$ cat src/design/rolling_hash_substring_matcher_defines.svh
// assertion macros for the rolling hash substring matcher
`ifndef ROLLING_HASH_SUBSTRING_MATCHER_DEFINES_SVH
`define ROLLING_HASH_SUBSTRING_MATCHER_DEFINES_SVH

// same-cycle implication
`define RHSM_ASSERT_NOW(label, clk, rst, cond, expect_expr, msg) \
  label: assert property (@(posedge clk) disable iff (rst) (cond) |-> (expect_expr)) \
    else $error(msg);

// next-cycle implication
`define RHSM_ASSERT_NEXT(label, clk, rst, cond, expect_expr, msg) \
  label: assert property (@(posedge clk) disable iff (rst) (cond) |=> (expect_expr)) \
    else $error(msg);

`endif

$ cat src/design/rhsm_pkg.sv
// shared types and constants for the rolling hash substring matcher
package rhsm_pkg;

  localparam int PATTERN_BYTES = 32;
  localparam int ADDR_W        = 6;
  localparam int DATA_W        = 64;
  localparam int LINE_NUM_W    = 24;
  localparam int POS_W         = 10;
  localparam int HASH_W        = 32;
  localparam int LEN_W         = 6;

  localparam logic [LINE_NUM_W-1:0] LINE_NUM_MAX = {LINE_NUM_W{1'b1}};
  localparam logic [HASH_W-1:0]     HASH_MOD     = {HASH_W{1'b1}};

  typedef enum logic [2:0] {
    REG_PATTERN_LENGTH = 3'd0,
    REG_PATTERN_WORD_0 = 3'd1,
    REG_PATTERN_WORD_1 = 3'd2,
    REG_PATTERN_WORD_2 = 3'd3,
    REG_PATTERN_WORD_3 = 3'd4
  } reg_idx_t;

  typedef struct packed {
    logic [LEN_W-1:0]                 used_length;
    logic [PATTERN_BYTES-1:0][7:0]    pattern;
  } cfg_t;

endpackage

$ cat src/design/rhsm_cfg.sv
// configuration registers behind the apb port
module rhsm_cfg #(
  parameter int MAX_PATTERN = 32
) (
  input  logic                        clk,
  input  logic                        rst,
  input  logic                        psel,
  input  logic                        penable,
  input  logic                        pwrite,
  input  logic [rhsm_pkg::ADDR_W-1:0] paddr,
  input  logic [rhsm_pkg::DATA_W-1:0] pwdata,
  output logic [rhsm_pkg::DATA_W-1:0] prdata,
  output rhsm_pkg::cfg_t              cfg
);

  logic [rhsm_pkg::LEN_W-1:0] pattern_length;
  logic [3:0][63:0]           pattern_word;
  logic [2:0]                 reg_index;
  logic                       wr;

  assign reg_index = paddr[rhsm_pkg::ADDR_W-1:3];
  assign wr        = psel && penable && pwrite;

  always_ff @(posedge clk) begin
    if (rst) begin
      pattern_length <= rhsm_pkg::LEN_W'(1);
      pattern_word   <= '0;
    end else if (wr) begin
      case (reg_index)
        rhsm_pkg::REG_PATTERN_LENGTH: pattern_length <= pwdata[rhsm_pkg::LEN_W-1:0];
        rhsm_pkg::REG_PATTERN_WORD_0: pattern_word[0] <= pwdata;
        rhsm_pkg::REG_PATTERN_WORD_1: pattern_word[1] <= pwdata;
        rhsm_pkg::REG_PATTERN_WORD_2: pattern_word[2] <= pwdata;
        rhsm_pkg::REG_PATTERN_WORD_3: pattern_word[3] <= pwdata;
        default: ;
      endcase
    end
  end

  always_comb begin
    case (reg_index)
      rhsm_pkg::REG_PATTERN_LENGTH: prdata = rhsm_pkg::DATA_W'(pattern_length);
      rhsm_pkg::REG_PATTERN_WORD_0: prdata = pattern_word[0];
      rhsm_pkg::REG_PATTERN_WORD_1: prdata = pattern_word[1];
      rhsm_pkg::REG_PATTERN_WORD_2: prdata = pattern_word[2];
      rhsm_pkg::REG_PATTERN_WORD_3: prdata = pattern_word[3];
      default:                      prdata = '0;
    endcase
  end

  // zero counts as one, anything above the window depth as the depth
  always_comb begin
    if (pattern_length == '0) begin
      cfg.used_length = rhsm_pkg::LEN_W'(1);
    end else if (pattern_length > rhsm_pkg::LEN_W'(MAX_PATTERN)) begin
      cfg.used_length = rhsm_pkg::LEN_W'(MAX_PATTERN);
    end else begin
      cfg.used_length = pattern_length;
    end
    cfg.pattern = pattern_word;
  end

endmodule

$ cat src/design/rhsm_window.sv
// byte window, position in line and line counter
module rhsm_window #(
  parameter int MAX_PATTERN = 32,
  parameter int MAX_LINE    = 1024,
  localparam int LINE_W     = $clog2(MAX_LINE)
) (
  input  logic                                clk,
  input  logic                                rst,
  input  logic                                step,
  input  logic [7:0]                          text_byte,
  input  logic                                first_of_line,
  output logic [MAX_PATTERN-1:0][7:0]         win,
  output logic [LINE_W-1:0]                   idx,
  output logic [rhsm_pkg::LINE_NUM_W-1:0]     line_number
);

  localparam logic [LINE_W:0] LINE_LAST = (LINE_W+1)'(MAX_LINE - 1);

  logic [MAX_PATTERN-1:0][7:0]     window_bytes;
  logic [MAX_PATTERN-1:0][7:0]     base;
  logic [LINE_W-1:0]               bytes_in_line;
  logic [LINE_W-1:0]               bytes_in_line_next;
  logic [LINE_W:0]                 count;
  logic [rhsm_pkg::LINE_NUM_W-1:0] line_counter;

  always_comb begin
    base = first_of_line ? '0 : window_bytes;
    win[0] = text_byte;
    for (int j = 1; j < MAX_PATTERN; j++) begin
      win[j] = base[j-1];
    end
  end

  assign idx   = first_of_line ? '0 : bytes_in_line;
  assign count = {1'b0, idx} + (LINE_W+1)'(1);

  always_comb begin
    if (count >= LINE_LAST) begin
      bytes_in_line_next = LINE_LAST[LINE_W-1:0];
    end else begin
      bytes_in_line_next = count[LINE_W-1:0];
    end
  end

  always_comb begin
    if (first_of_line && line_counter != rhsm_pkg::LINE_NUM_MAX) begin
      line_number = line_counter + rhsm_pkg::LINE_NUM_W'(1);
    end else begin
      line_number = line_counter;
    end
  end

  always_ff @(posedge clk) begin
    if (rst) begin
      window_bytes  <= '0;
      bytes_in_line <= '0;
      line_counter  <= '0;
    end else if (step) begin
      window_bytes  <= win;
      bytes_in_line <= bytes_in_line_next;
      line_counter  <= line_number;
    end
  end

endmodule

$ cat src/design/rhsm_hash.sv
// window hash modulo 2^32-1 as an end-around sum of byte-rotated words
module rhsm_hash #(
  parameter int MAX_PATTERN = 32
) (
  input  logic [MAX_PATTERN-1:0][7:0]     win,
  input  logic [rhsm_pkg::LEN_W-1:0]      used_length,
  output logic [rhsm_pkg::HASH_W-1:0]     hash
);

  localparam int NWORDS = (MAX_PATTERN + 3) / 4;
  localparam int SUM_W  = rhsm_pkg::HASH_W + $clog2(NWORDS) + 1;

  logic [NWORDS-1:0][rhsm_pkg::HASH_W-1:0] words;
  logic [SUM_W-1:0]                        sum;
  logic [rhsm_pkg::HASH_W:0]               fold1;
  logic [rhsm_pkg::HASH_W:0]               fold2;

  // 256^4 is 1 modulo 2^32-1, so byte age j lands in lane j mod 4
  always_comb begin
    words = '0;
    for (int j = 0; j < MAX_PATTERN; j++) begin
      if (rhsm_pkg::LEN_W'(j) < used_length) begin
        words[j >> 2][8*(j & 3) +: 8] = win[j];
      end
    end
  end

  always_comb begin
    sum = '0;
    for (int i = 0; i < NWORDS; i++) begin
      sum = sum + SUM_W'(words[i]);
    end
  end

  always_comb begin
    fold1 = (rhsm_pkg::HASH_W+1)'(sum[rhsm_pkg::HASH_W-1:0])
          + (rhsm_pkg::HASH_W+1)'(sum[SUM_W-1:rhsm_pkg::HASH_W]);
    fold2 = (rhsm_pkg::HASH_W+1)'(fold1[rhsm_pkg::HASH_W-1:0])
          + (rhsm_pkg::HASH_W+1)'(fold1[rhsm_pkg::HASH_W]);
    if (fold2[rhsm_pkg::HASH_W-1:0] == rhsm_pkg::HASH_MOD) begin
      hash = '0;
    end else begin
      hash = fold2[rhsm_pkg::HASH_W-1:0];
    end
  end

endmodule

$ cat src/design/rhsm_match.sv
// exact compare of the aligned window against the pattern
module rhsm_match #(
  parameter int MAX_PATTERN = 32,
  parameter int MAX_LINE    = 1024,
  localparam int LINE_W     = $clog2(MAX_LINE)
) (
  input  logic [MAX_PATTERN-1:0][7:0]                    win,
  input  logic [rhsm_pkg::LEN_W-1:0]                     used_length,
  input  logic [rhsm_pkg::PATTERN_BYTES-1:0][7:0]        pattern,
  input  logic [LINE_W-1:0]                              idx,
  output logic                                           match_found,
  output logic [rhsm_pkg::POS_W-1:0]                     match_position
);

  localparam int CW = (LINE_W + 1 > rhsm_pkg::LEN_W) ? LINE_W + 1 : rhsm_pkg::LEN_W;

  logic [MAX_PATTERN-1:0][7:0] rev;
  logic [MAX_PATTERN-1:0][7:0] aligned;
  logic [rhsm_pkg::LEN_W-1:0]  sh;
  logic [MAX_PATTERN-1:0]      hit;
  logic [CW-1:0]               count;
  logic [CW-1:0]               len_ext;
  logic [CW-1:0]               pos_full;
  logic                        full;

  // oldest byte first, then drop the bytes older than the pattern
  always_comb begin
    for (int k = 0; k < MAX_PATTERN; k++) begin
      rev[k] = win[MAX_PATTERN-1-k];
    end
  end

  assign sh      = rhsm_pkg::LEN_W'(MAX_PATTERN) - used_length;
  assign aligned = rev >> {sh, 3'b000};

  always_comb begin
    for (int k = 0; k < MAX_PATTERN; k++) begin
      hit[k] = (rhsm_pkg::LEN_W'(k) >= used_length) || (aligned[k] == pattern[k]);
    end
  end

  assign count    = CW'(idx) + CW'(1);
  assign len_ext  = CW'(used_length);
  assign full     = count >= len_ext;
  assign pos_full = count - len_ext;

  assign match_found    = full && (&hit);
  assign match_position = match_found ? rhsm_pkg::POS_W'(pos_full) : '0;

endmodule

$ cat src/design/rolling_hash_substring_matcher.sv
// top level of the rolling hash substring matcher
//
//   channel  | direction | handshake                  | payload
//   text     | in        | text_valid / text_ready    | text_byte, first_of_line
//   result   | out       | result_valid / result_ready| match_found, line_number,
//            |           |                            | match_position, window_hash
//   config   | in        | apb write, pready tied 1   | paddr, pwdata (64 bit)
//
// one byte per cycle sustained while results are not stalled; a taken byte
// passes through the input register and then the result register
// reset clears window, position, line counter and pipeline valids, not the data registers
// a stalled result holds the result register; one more byte can wait in the
// input register, after which text_ready drops
`include "rolling_hash_substring_matcher_defines.svh"

module rolling_hash_substring_matcher #(
  parameter int MAX_PATTERN = 32,
  parameter int MAX_LINE    = 1024
) (
  input  logic                            clk,
  input  logic                            rst,
  input  logic                            text_valid,
  output logic                            text_ready,
  input  logic [7:0]                      text_byte,
  input  logic                            first_of_line,
  output logic                            result_valid,
  input  logic                            result_ready,
  output logic                            match_found,
  output logic [rhsm_pkg::LINE_NUM_W-1:0] line_number,
  output logic [rhsm_pkg::POS_W-1:0]      match_position,
  output logic [rhsm_pkg::HASH_W-1:0]     window_hash,
  input  logic                            psel,
  input  logic                            penable,
  input  logic                            pwrite,
  input  logic [rhsm_pkg::ADDR_W-1:0]     paddr,
  input  logic [rhsm_pkg::DATA_W-1:0]     pwdata,
  output logic [rhsm_pkg::DATA_W-1:0]     prdata,
  output logic                            pready
);

  localparam int LINE_W = $clog2(MAX_LINE);

  rhsm_pkg::cfg_t                  cfg;
  logic                            held;
  logic                            held_next;
  logic [7:0]                      byte_q;
  logic                            first_q;
  logic                            adv;
  logic                            step;
  logic                            take;
  logic [MAX_PATTERN-1:0][7:0]     win;
  logic [LINE_W-1:0]               idx;
  logic [rhsm_pkg::LINE_NUM_W-1:0] line_cur;
  logic [rhsm_pkg::HASH_W-1:0]     hash_cur;
  logic                            match_cur;
  logic [rhsm_pkg::POS_W-1:0]      pos_cur;

  assign pready     = 1'b1;
  assign adv        = !result_valid || result_ready;
  assign step       = held && adv;
  assign text_ready = !held || adv;
  assign take       = text_valid && text_ready;

  always_comb begin
    if (take) begin
      held_next = 1'b1;
    end else if (adv) begin
      held_next = 1'b0;
    end else begin
      held_next = held;
    end
  end

  always_ff @(posedge clk) begin
    if (rst) begin
      held <= 1'b0;
    end else begin
      held <= held_next;
    end
  end

  always_ff @(posedge clk) begin
    if (take) begin
      byte_q  <= text_byte;
      first_q <= first_of_line;
    end
  end

  rhsm_cfg #(
    .MAX_PATTERN (MAX_PATTERN)
  ) u_cfg (
    .clk     (clk),
    .rst     (rst),
    .psel    (psel),
    .penable (penable),
    .pwrite  (pwrite),
    .paddr   (paddr),
    .pwdata  (pwdata),
    .prdata  (prdata),
    .cfg     (cfg)
  );

  rhsm_window #(
    .MAX_PATTERN (MAX_PATTERN),
    .MAX_LINE    (MAX_LINE)
  ) u_window (
    .clk           (clk),
    .rst           (rst),
    .step          (step),
    .text_byte     (byte_q),
    .first_of_line (first_q),
    .win           (win),
    .idx           (idx),
    .line_number   (line_cur)
  );

  rhsm_hash #(
    .MAX_PATTERN (MAX_PATTERN)
  ) u_hash (
    .win         (win),
    .used_length (cfg.used_length),
    .hash        (hash_cur)
  );

  rhsm_match #(
    .MAX_PATTERN (MAX_PATTERN),
    .MAX_LINE    (MAX_LINE)
  ) u_match (
    .win            (win),
    .used_length    (cfg.used_length),
    .pattern        (cfg.pattern),
    .idx            (idx),
    .match_found    (match_cur),
    .match_position (pos_cur)
  );

  always_ff @(posedge clk) begin
    if (rst) begin
      result_valid <= 1'b0;
    end else if (step) begin
      result_valid <= 1'b1;
    end else if (result_ready) begin
      result_valid <= 1'b0;
    end
  end

  always_ff @(posedge clk) begin
    if (step) begin
      match_found    <= match_cur;
      line_number    <= line_cur;
      match_position <= pos_cur;
      window_hash    <= hash_cur;
    end
  end

  `RHSM_ASSERT_NOW(a_hash_reduced, clk, rst, result_valid, window_hash != rhsm_pkg::HASH_MOD, "window hash not fully reduced")
  `RHSM_ASSERT_NOW(a_pos_zero, clk, rst, result_valid && !match_found, match_position == '0, "position set without a match")
  `RHSM_ASSERT_NEXT(a_step_result, clk, rst, step, result_valid, "processed byte gave no result")
  `RHSM_ASSERT_NEXT(a_held_kept, clk, rst, held && !adv, held && $stable(byte_q) && $stable(first_q), "waiting byte lost or overwritten")

endmodule

$ cat config.mk
export PLATFORM = sky130hd
export DESIGN_NAME = rolling_hash_substring_matcher
export DESIGN_NICKNAME = d
export VERILOG_FILES = /design/src/design/rhsm_pkg.sv /design/src/design/rhsm_cfg.sv /design/src/design/rhsm_window.sv /design/src/design/rhsm_hash.sv /design/src/design/rhsm_match.sv /design/src/design/rolling_hash_substring_matcher.sv
export VERILOG_INCLUDE_DIRS = /design/src /design/src/design
export SDC_FILE = /design/constraint.sdc
export NUM_CORES = 2
export LEC_CHECK = 0
export ABC_AREA = 1
export BUFFER_PORTS_ARGS = -buffer_cell sky130_fd_sc_hd__buf_2
export CORE_MARGIN = 2
export CORE_UTILIZATION = 35
export CTS_CLUSTER_SIZE = 8
export DETAILED_ROUTE_END_ITERATION = 8
export GPL_TIMING_DRIVEN = 1
export PLACE_DENSITY = 0.58
export SYNTH_ARGS = -nofsm -noshare
export SYNTH_HDL_FRONTEND = slang
export SYNTH_SLANG_ARGS = --single-unit
$ cat constraint.sdc
create_clock -name clk -period 14.75 [get_ports clk]
set_input_delay 2.95 -clock clk [delete_from_list [all_inputs] [get_ports clk]]
set_output_delay 2.95 -clock clk [all_outputs]
set_load 0.1 [all_outputs]
==> metrics.txt <==
CTS tree=yes; DR iter-0 viols=7744; Mapped Area=54500 um^2; max incr delay on CP=0.81 ns; clock skew=roughly 0.040 ns; Post-Synth XOR/XNOR Area=0.0251; net count after synthesis=9465; min Tclk post-route=13.65 ns; share of cells above drive strength 1=0.0694; area of the die=159000 um^2; Critical Path AT=14.11 ns; vias in the first global route=56300; Cells after Synth=9129; synth warn=0; final setup vio count=0; post-synth cell types=56; Slew headroom=0.212; syn avg cell area=about 6.0 um^2; # rows=approximately 140; multiplexer share of the synthesized area=0.000184; largest family of logic cells by synthesized area=simple AND/OR/NAND/NOR gates; DRC Markers=0; GPL Wtd Cong=between 1 and 1.5; Buffers on Ports=around 220; compound-gate portion of the synthesized area=0.152; Seq cells post-synth=just over 600; final net count=9400; worst hold path type=reg -> reg; H-tree levels=3; Leakage=0.0286 uW; worst vdd rail ir drop=0.0821 mV; all-layer global routing usage=0.340; Synth-to-Final Area Change=10.0%; Most used DFF post-synth=dfxtp_1; Post-CTS Setup Inserts=0; number of CTS-inserted buffers=92; global-route wire length before repair=396000 um; Post-Synth Adder-Cell Area=0.0796; placed cell count=11000; Via Count=~62000; Non-Filler Instances=11200; Routed Antenna Nets=0; clk buf depth=3; routed vias/inst=5.58; core area=154000 um^2; I/O pin cnt=220; power density over cell area=82.4 nW/um^2; crit start category=register; clk_lat worst skew=0.73 ns; status=finished clean; Fmax=73.3 MHz; worst-margin pin slew=approximately 1.2 ns; initial antenna violation count=9; drt total wl=approximately 280000 um; period utilization=0.925; Data required, critical path=between 15 and 20 ns; largest net degree at the start of global routing=238; CTS root buf=clkbuf_16; Synth Area in Simple Gates=0.386; Fin. Hold Viols=0; total power=4940 uW; CP max-delay cell=xnor2_1; CTS Hold Buffers Added=0; routed len/inst=~25 um; setup TNS=0 ns; DRT Pass-1 Iters=8; crit path max fanout=22; Worst Path Class, Setup=reg -> reg; Initial Utilization=0.353; Post-synth EDFFs=76; detailed placement HPWL=roughly 210000 um; die width=399 um; asr flop ratio synth=0; Seq/Total Area, Yosys=0.242; CP endpoint kind=register; Worst-path clk slew=0.06 ns; height of the die=399 um; maxcap violations=0; Clock Sinks=between 600 and 700; gr ovfl total=0; Slew Viols, Final=0
-- routing by layer --
layer  vias to the layer above  part of all wire  track usage
met5                         -           0.00023            0
met2                      3198              0.42        0.515
met4                        10             0.077        0.219
met3                       623             0.097       0.0689
li1                      29400                 -            -
met1                     29000              0.40        0.440
-- synthesized netlist by cell type (all sizes together) (33+ instances only) --
cell type  count  area share
o21ai        810       0.074
o2111ai       36      0.0058
xor2         123       0.020
xnor2         33      0.0053
fa           161       0.059
nor3          37      0.0036
nand3b        54      0.0074
nand2       2903        0.20
o211ai        72      0.0099
dfxtp        546        0.20
buf          222       0.021
a21oi        516       0.048
nor2         709       0.052
ha            89       0.020
inv         1054       0.073
nand3       1176        0.11
clkbuf       296       0.020
nand4         82      0.0095
edfxtp        76       0.042
-- path summary, 6_finish.rpt --
path,from,endpoint,slack (ns),depth (start not counted)
worst min-delay path,u_window.window_bytes[29],u_window.window_bytes[29],0.45,2
worst min register to register,u_window.window_bytes[29],u_window.window_bytes[29],0.45,2
worst max register to register,u_cfg.pattern_length[5],window_hash[8],1.10,77
worst max-delay path,u_cfg.pattern_length[5],window_hash[8],1.10,77
-- final cells by class --
| class | count | area [um^2] |
|---|---|---|
| antenna | 5 | 12.5 |
| sequential | 622 | 13200 |
| clock buffer | 127 | 2500 |
| timing repair buffer | 359 | 2260 |
| tap | 2044 | 2560 |
| clock inverter | 12 | 159 |
| inverter | 1060 | 4030 |
| multi-input combinational | 6929 | 35200 |
| fill | 17000 | 94500 |
-- cell families (layout without fill, tap and decap cells) --
family | Yosys count | after routing
other | 1 | 6
flip-flops | 622 | 622
multiplexers | 1 | 1
AND/OR/NAND/NOR | 4989 | 4989
XOR/XNOR | 156 | 156
AO/OA/AOI/OAI | 1532 | 1532
adder cells (fa/ha/maj) | 250 | 250
buffers and inverters | 1578 | 1558
-- report_power, final --
part           internal (uW)  switching, uW  leakage (uW)
Combinational            235            787        0.0221
Clock                   1190            898       0.00130
Sequential              1790           39.8       0.00518
-- registers in the layout, summed over array words and instances (netlist names) --
signal / count
u_cfg.cfg: 256
u_window.window_bytes: 248
window_hash: 32
line_number: 24
u_window.line_counter: 24
match_position: 10
u_window.bytes_in_line: 10
byte_q: 8
u_cfg.pattern_length: 6
first_q: 1
held: 1
match_found: 1
result_valid: 1
-- critical path: cells and delay by family (launching register included) --
| family | cells | cell delay (ns) |
|---|---|---|
| and+or+nand+nor | 46 | 5.67 |
| adders and majority gates | 11 | 3.68 |
| AOI/OAI and AO/OA | 7 | 1.31 |
| buffers and inverters | 11 | 1.25 |
| xor gates and xnor gates | 2 | 1.03 |
| DFF | 1 | 0.42 |
-- metrics by stage --
step                worst slack, ns   util  hold slack [ns]  instance area, um^2
finish                         1.10  0.388            0.451                60000
detailed placement            0.201  0.370            0.445                57200
global placement              0.356  0.370            0.440                57200
CTS                           0.142  0.388            0.453                59800
global route               -0.00486  0.388            0.473                59900
floorplan                      1.86      -            0.430                54500
-- placed cells by master, fill, tap and decap left out, types with 36 or more instances in the layout --
cell / n
nand3b_1: 54
ha_1: 85
buf_2: 215
nor2_2: 41
dfxtp_1: 545
inv_1: 1020
nand4_1: 81
o2111ai_1: 36
nor2_1: 655
xor2_1: 121
fa_1: 161
edfxtp_1: 76
o21ai_0: 787
nand2_1: 2879
nand3_1: 1164
buf_4: 136
a21oi_1: 506
o211ai_1: 72
clkbuf_16: 93
-- timing repair --
action	in CTS	in global routing
setup endpoints to repair	0	32
endpoints found under the hold margin	0	0
resized for setup	0	28
No activity file was read; power rests on OpenSTA's default activity.
